$ cat config.mk
export PLATFORM = sky130hd
export DESIGN_NAME = a2e_cordic_stage
export DESIGN_NICKNAME = d
export VERILOG_FILES = /design/src/hw/rtl/a2e_pkg.sv /design/src/hw/rtl/a2e_cordic_stage.sv
export SDC_FILE = /design/constraint.sdc
export NUM_CORES = 1
export LEC_CHECK = 0
export BUFFER_PORTS_ARGS = -buffer_cell sky130_fd_sc_hd__buf_2
export CAP_MARGIN = 40
export CORE_MARGIN = 2
export CORE_UTILIZATION = 55
export CTS_CLUSTER_DIAMETER = 50
export DETAILED_ROUTE_END_ITERATION = 10
export GPL_ROUTABILITY_DRIVEN = 0
export PLACE_DENSITY_LB_ADDON = 0.3
export SYNTH_ARGS = -nofsm -noshare
export SYNTH_HDL_FRONTEND = slang
export SYNTH_SLANG_ARGS = --single-unit
$ cat constraint.sdc
create_clock -name i_clk -period 7.6 [get_ports i_clk]
set_input_delay 0.76 -clock i_clk [delete_from_list [all_inputs] [get_ports i_clk]]
set_output_delay 0.76 -clock i_clk [all_outputs]
set_load 0.02 [all_outputs]
$ cat src/hw/rtl/a2e_pkg.sv
// ----------------------------------------------------------------------------
// a2e_pkg
// Shared constants for the world-to-observer pose transform: CORDIC gain
// compensation, arctangent table and internal angle format.
// ----------------------------------------------------------------------------
package a2e_pkg;

    localparam int FRAC_BITS  = 16;
    localparam int ZW         = 32;
    localparam int MAX_STEPS  = 24;
    localparam int GAIN_SHIFT = 30 - FRAC_BITS;

    localparam logic signed [31:0] GAIN_Q30 = 32'sh26DD_3B6A;

    localparam logic [ZW-1:0] QUARTER_HALF = 32'h2000_0000;

    localparam logic [ZW-1:0] ATAN_TABLE [MAX_STEPS] = '{
        32'h2000_0000, 32'h12E4_051E, 32'h09FB_385B, 32'h0511_11D4,
        32'h028B_0D43, 32'h0145_D7E1, 32'h00A2_F61E, 32'h0051_7C55,
        32'h0028_BE53, 32'h0014_5F2F, 32'h000A_2F98, 32'h0005_17CC,
        32'h0002_8BE6, 32'h0001_45F3, 32'h0000_A2FA, 32'h0000_517D,
        32'h0000_28BE, 32'h0000_145F, 32'h0000_0A30, 32'h0000_0518,
        32'h0000_028C, 32'h0000_0146, 32'h0000_00A3, 32'h0000_0051
    };

    typedef enum logic [1:0] {
        QUAD_0   = 2'd0,
        QUAD_90  = 2'd1,
        QUAD_180 = 2'd2,
        QUAD_270 = 2'd3
    } t_quad;

endpackage

$ cat src/hw/rtl/a2e_cordic_stage.sv
// ----------------------------------------------------------------------------
// a2e_cordic_stage
// One registered CORDIC rotation step with its own valid bit and
// stall-aware load enable; the heading difference rides along.
// ----------------------------------------------------------------------------
module a2e_cordic_stage
    import a2e_pkg::*;
#(
    parameter int W     = 43,
    parameter int HW    = 16,
    parameter int STEP  = 0
) (
    input  logic                 i_clk,
    input  logic                 i_rst_n,
    input  logic                 i_valid,
    output logic                 o_ready,
    input  logic signed [W-1:0]  i_x,
    input  logic signed [W-1:0]  i_y,
    input  logic signed [ZW-1:0] i_z,
    input  logic [HW-1:0]        i_hdg,
    output logic                 o_valid,
    input  logic                 i_ready,
    output logic signed [W-1:0]  o_x,
    output logic signed [W-1:0]  o_y,
    output logic signed [ZW-1:0] o_z,
    output logic [HW-1:0]        o_hdg
);

    logic                 r_v;
    logic signed [W-1:0]  r_x, n_x;
    logic signed [W-1:0]  r_y, n_y;
    logic signed [ZW-1:0] r_z, n_z;
    logic [HW-1:0]        r_hdg;
    logic                 w_en;
    logic signed [W-1:0]  w_xs;
    logic signed [W-1:0]  w_ys;
    logic signed [ZW-1:0] w_atan;

    assign w_en    = !r_v || i_ready;
    assign o_ready = w_en;
    assign w_xs    = i_x >>> STEP;
    assign w_ys    = i_y >>> STEP;
    assign w_atan  = signed'(ATAN_TABLE[STEP]);

    always_comb begin
        if (!i_z[ZW-1]) begin
            n_x = i_x - w_ys;
            n_y = i_y + w_xs;
            n_z = i_z - w_atan;
        end else begin
            n_x = i_x + w_ys;
            n_y = i_y - w_xs;
            n_z = i_z + w_atan;
        end
    end

    always_ff @(posedge i_clk) begin
        if (!i_rst_n) begin
            r_v <= 1'b0;
        end else if (w_en) begin
            r_v <= i_valid;
        end
    end

    always_ff @(posedge i_clk) begin
        if (w_en) begin
            r_x   <= n_x;
            r_y   <= n_y;
            r_z   <= n_z;
            r_hdg <= i_hdg;
        end
    end

    assign o_valid = r_v;
    assign o_x     = r_x;
    assign o_y     = r_y;
    assign o_z     = r_z;
    assign o_hdg   = r_hdg;

endmodule

Yosys cells after proc, flatten, opt, wreduce, memory -nomap -nowiden --
Cells that the tools add are included. W data, S select, Z words.
Storage, ports and cells: flip-flop bits (word level) 135, bits in latches 0, memory bits (writable) 0, bits in read-only memories 0, input bits 138, output and inout port bits 136, word-level logic and storage cells 15, memories kept 0
Operators by class: add/sub/neg operators 5, multiply operators 0, divide/modulo/power cells 0, order comparisons 0, equal/unequal tests 0, shift operators 0, muxes and demuxes 3, bitwise operators 0, reductions and logical operators 2
Operators with widths (number):
- $mux W43 | 2
- $sub A43 B43 Y43 | 2
- $add A43 B43 Y43 | 1
- $add A32 B31 Y32 const B | 1
- $mux W32 | 1
- $sub A32 B31 Y32 const B | 1
- $logic_not A1 Y1 | 1
- $logic_or A1 B1 Y1 | 1

Logic depth before layout (Yosys ltp) --
word-level depth 2, depth in mapped cells 13, depth with buffers taken out 12

Worst setup path after synthesis --
No wires, ideal clock.
path kind input -> output, from input port i_ready, to output port o_ready, arrival 4121 ps, path slack 2719 ps, stages on the path 1, path through nand2b_1
On the way: longest elaborated chain between the ends 1
RTL lines:
- start: declaration | line a2e_cordic_stage.sv:22 | input logic i_ready,
- $logic_or A1 B1 Y1 | line a2e_cordic_stage.sv:39 | assign w_en = !r_v || i_ready;
- end: declaration | line a2e_cordic_stage.sv:16 | output logic o_ready,
Every way passes these cells.

Worst setup path in the final report --
from input port i_x[2], to register r_x[20], in the netlist o_x[20] (data pin)
On the way: longest elaborated chain between the ends 2
RTL lines:
- start: declaration | line a2e_cordic_stage.sv:17 | input logic signed [W-1:0] i_x,
- $sub A43 B43 Y43 / $add A43 B43 Y43 (equally long branches) | line a2e_cordic_stage.sv:47, a2e_cordic_stage.sv:51
- $mux W43 * | line a2e_cordic_stage.sv:46 | if (!i_z[ZW-1]) begin
- named net n_x[20] | line a2e_cordic_stage.sv:30 | logic signed [W-1:0] r_x, n_x;
- end signal: assignment | line a2e_cordic_stage.sv:67 | r_x <= n_x;
- end: declaration | line a2e_cordic_stage.sv:30
The timed path passes the listed nets; every way through them passes the cells marked *. A chain may end at the register's enable or synchronous reset.

==> qor.yml <==
critical_path:
  r2r_setup_slack_ns: 5.50
  r2r_cells: 3
  critPathLaunchType: "primary input"
  critical_path.endpoint_type: "flip-flop"
  timing.rr.start: "o_valid$_SDFFE_PN0P_"
  rr_endpoint: "o_z[11]$_DFFE_PP_"
  crit_type: "in2reg"
  worst_ep_required_time_ns: 7.77
  cp_data_arrival_time_ns: 4.32
  cp-startpoint: "i_x[2]"
  path_max_fanout: 10
sta:
  fmax_mhz: 241
  finalHoldViolCount: 0
  fin_skew_ns: 0.00962
  tightest_slew_ns: 0.953
  period_needed_ns: 4.14
  finalCritPeriodShare: 0.545
  slew_headroom: 0.348
  setup_viol: 0
  fin_tns_setup_ns: 0
  slew_viol_final: 0
  grt_setup_unrepaired: "no"
  hold_ws_ns: 0.487
global_route:
  antenna_found_initial: 0
  grt_pass1_vias: 11500
  grt_max_degree: 89
  grt_pass1_wl_um: 62200
  grt_usage: 0.333
  grt.overflow.total: 0
min_path:
  hp-class: "in2reg"
  hold_path_end: "o_hdg[4]$_DFFE_PP_"
  min_from: "i_hdg[4]"
  whs_path_depth: 1
detailed_routing:
  dr_total_vias: 12400
  viasPerCell: 6.43
  finalWirelength_um: 40500
  wl_per_cell_um: 21.0
  drc: 0
  ant_nets: 0
  dr.pass1.iters: 6
  drt-initial-drc-count: 2109
layout:
  drive_gt1_frac: 0.199
  fill_cells: 1819
  design_area_mm2: 0.0144
  antenna_cells: 0
  nets: 1920
  area_growth_syn_to_layout_pct: 17.6
floorplanning:
  dieArea_mm2: 0.0235
  start_util: 0.562
  row_count: 54
  io_pins: 274
  core_mm2: 0.0218
  die-height_um: 153
  die_w_um: 153
synth:
  ys_ff_latch: 134
  ys.flop_type: "edfxtp_1"
  synth_warnings: 0
  yosysSeqAreaShare: 0.328
  synthCells: 1402
  synth.avg_cell_area_um2: 8.74
  netlist_area_mm2: 0.0123
  postSynth.asyncResetShare: 0
  synth_enable_flop_cells: 133
  synth_nets: 1685
  synth.distinct_cells: 72
clock_tree:
  cts.sinks: 134
  clk_pin_slew_worst_paths_ns: 0.07
  clockRootBuffer: "clkbuf_16"
  clockBufferDepth: 2
  clkLatencyLatePin_ns: 0.44
  cts_buffers: 17
  hold_buffers: 0
  postCtsSetupBuffers: 0
  cts-resized-gates: 0
  cts_tree: "yes"
  h-tree-depth: 4
power_and_ir_drop:
  peakVddDrop_mv: 0.153
  power_density_mw_per_mm2: 207
  p_leak_nw: 6.45
placed_design:
  dpl-instance-area_mm2: 0.0138
  portBuffers: 273
  dp_hpwl_um: 30900
flow_run:
  drv_cap: 0
outcome:
  status: "completed"
-- flip-flops by register name (all words and copies together) (netlist names) --
register and count:
o_y 42, o_z 32, o_valid 1, o_hdg 16
o_x 43
-- worst max-delay path by stage --
stage                   endpoint  slack (ns)  cells past startpoint
6_report       o_x[20]$_DFFE_PP_        3.46                     11
5_1_grt        o_x[20]$_DFFE_PP_        3.36                     11
4_1_cts        o_x[20]$_DFFE_PP_        3.75                     11
3_5_place_dp   o_x[20]$_DFFE_PP_        3.32                     11
3_3_place_gp   o_y[20]$_DFFE_PP_        3.28                     11
2_1_floorplan            o_ready        2.72                      1
-- worst max-delay path: stages --
cell,delay (ns)
buf_2,0.12
inv_1,0.06
ha_1,0.49
nor3_2,0.12
o31ai_1,0.46
a211oi_1,0.22
o21ai_0,0.41
a21oi_1,0.22
a2111oi_0,0.89
mux2i_1,0.34
xnor2_1,0.22
-- layout by cell type (no fill, tap or decap), types with 21 or more instances in the layout --
cell | Yosys | routed
nor3_1 | 34 | 34
buf_2 | 4 | 273
edfxtp_1 | 133 | 133
xnor2_1 | 74 | 74
a21o_1 | 33 | 33
o21bai_1 | 21 | 21
a21oi_1 | 168 | 168
o21ai_0 | 82 | 82
ha_1 | 141 | 141
a211oi_1 | 22 | 22
nand2_1 | 83 | 83
inv_1 | 128 | 127
nor2_1 | 109 | 109
nand3_1 | 22 | 22
-- Yosys cell counts, types with 5 or more instances --
| master | count | area [µm²] |
|---|---|---|
| a21oi_1 | 168 | 841 |
| ha_1 | 141 | 1760 |
| edfxtp_1 | 133 | 3990 |
| inv_1 | 128 | 480 |
| nor2_1 | 109 | 409 |
| nand2_1 | 83 | 312 |
| o21ai_0 | 82 | 410 |
| xnor2_1 | 74 | 648 |
| clkbuf_1 | 44 | 165 |
| nor3_1 | 34 | 170 |
| a21o_1 | 33 | 248 |
| a211oi_1 | 22 | 165 |
| nand3_1 | 22 | 110 |
| o21bai_1 | 21 | 158 |
| mux2i_1 | 20 | 200 |
| nand4_1 | 20 | 125 |
| o31ai_1 | 19 | 143 |
| nor2b_1 | 18 | 113 |
| o211ai_1 | 18 | 135 |
| nor4_1 | 15 | 93.8 |
| o21a_1 | 13 | 97.6 |
| buf_1 | 12 | 45.0 |
| nand2b_1 | 12 | 75.1 |
| a31oi_1 | 11 | 68.8 |
| and2_1 | 9 | 56.3 |
| clkinv_1 | 9 | 33.8 |
| a211o_1 | 8 | 70.1 |
| o221ai_1 | 8 | 70.1 |
| a2111oi_0 | 6 | 52.6 |
| a221oi_1 | 6 | 52.6 |
| and3_1 | 6 | 37.5 |
| a21boi_0 | 5 | 37.5 |
| and4_1 | 5 | 43.8 |
| xor2_1 | 5 | 43.8 |
-- cell families (layout without fill, tap and decap cells) --
| group | count (synthesis) | after routing | synth area share |
|---|---|---|---|
| flops | 134 | 134 | 0.328 |
| xor+xnor | 79 | 79 | 0.0565 |
| compound gates | 472 | 472 | 0.248 |
| simple gates | 352 | 352 | 0.139 |
| buf+inv | 200 | 448 | 0.0626 |
| mux | 20 | 20 | 0.0163 |
| fa+ha+maj | 145 | 145 | 0.150 |
-- power by group --
group / switching [mW] / internal (mW) / total, mW
registers: 0.0360 / 0.971 / 1.01
logic: 0.731 / 0.366 / 1.10
clock network: 0.411 / 0.472 / 0.883
-- stage by stage --
step                      setup WS [ns]  std cells   util  power [mW]
final                              3.46       1930  0.661        2.99
after floorplan                    2.72       1402      -        1.73
after global routing               3.36       1930  0.661        3.10
after detailed placement           3.32       1898  0.633        2.08
after CTS                          3.75       1930  0.661        2.96
after global placement             3.28       1896  0.630        2.07
-- cell type report --
cell class | instances | area, µm² | area share
sequential | 134 | 4010 | 0.278
tap | 280 | 350 | 0.0243
clock inverter | 15 | 179 | 0.0124
multi-input combinational | 1068 | 7480 | 0.519
clock buffer | 17 | 425 | 0.0295
inverter | 137 | 514 | 0.0357
timing repair buffer | 279 | 1450 | 0.101
-- routing by layer --
| layer | GRT usage | wire length [µm] | up-vias |
|---|---|---|---|
| met4 | 0.154 | 1900 | 0 |
| li1 | - | - | 5574 |
| met3 | 0.0697 | 5040 | 175 |
| met2 | 0.518 | 17700 | 960 |
| met1 | 0.447 | 15800 | 5692 |
| met5 | 0 | 0 | - |
(Power assumes the default switching activity.)
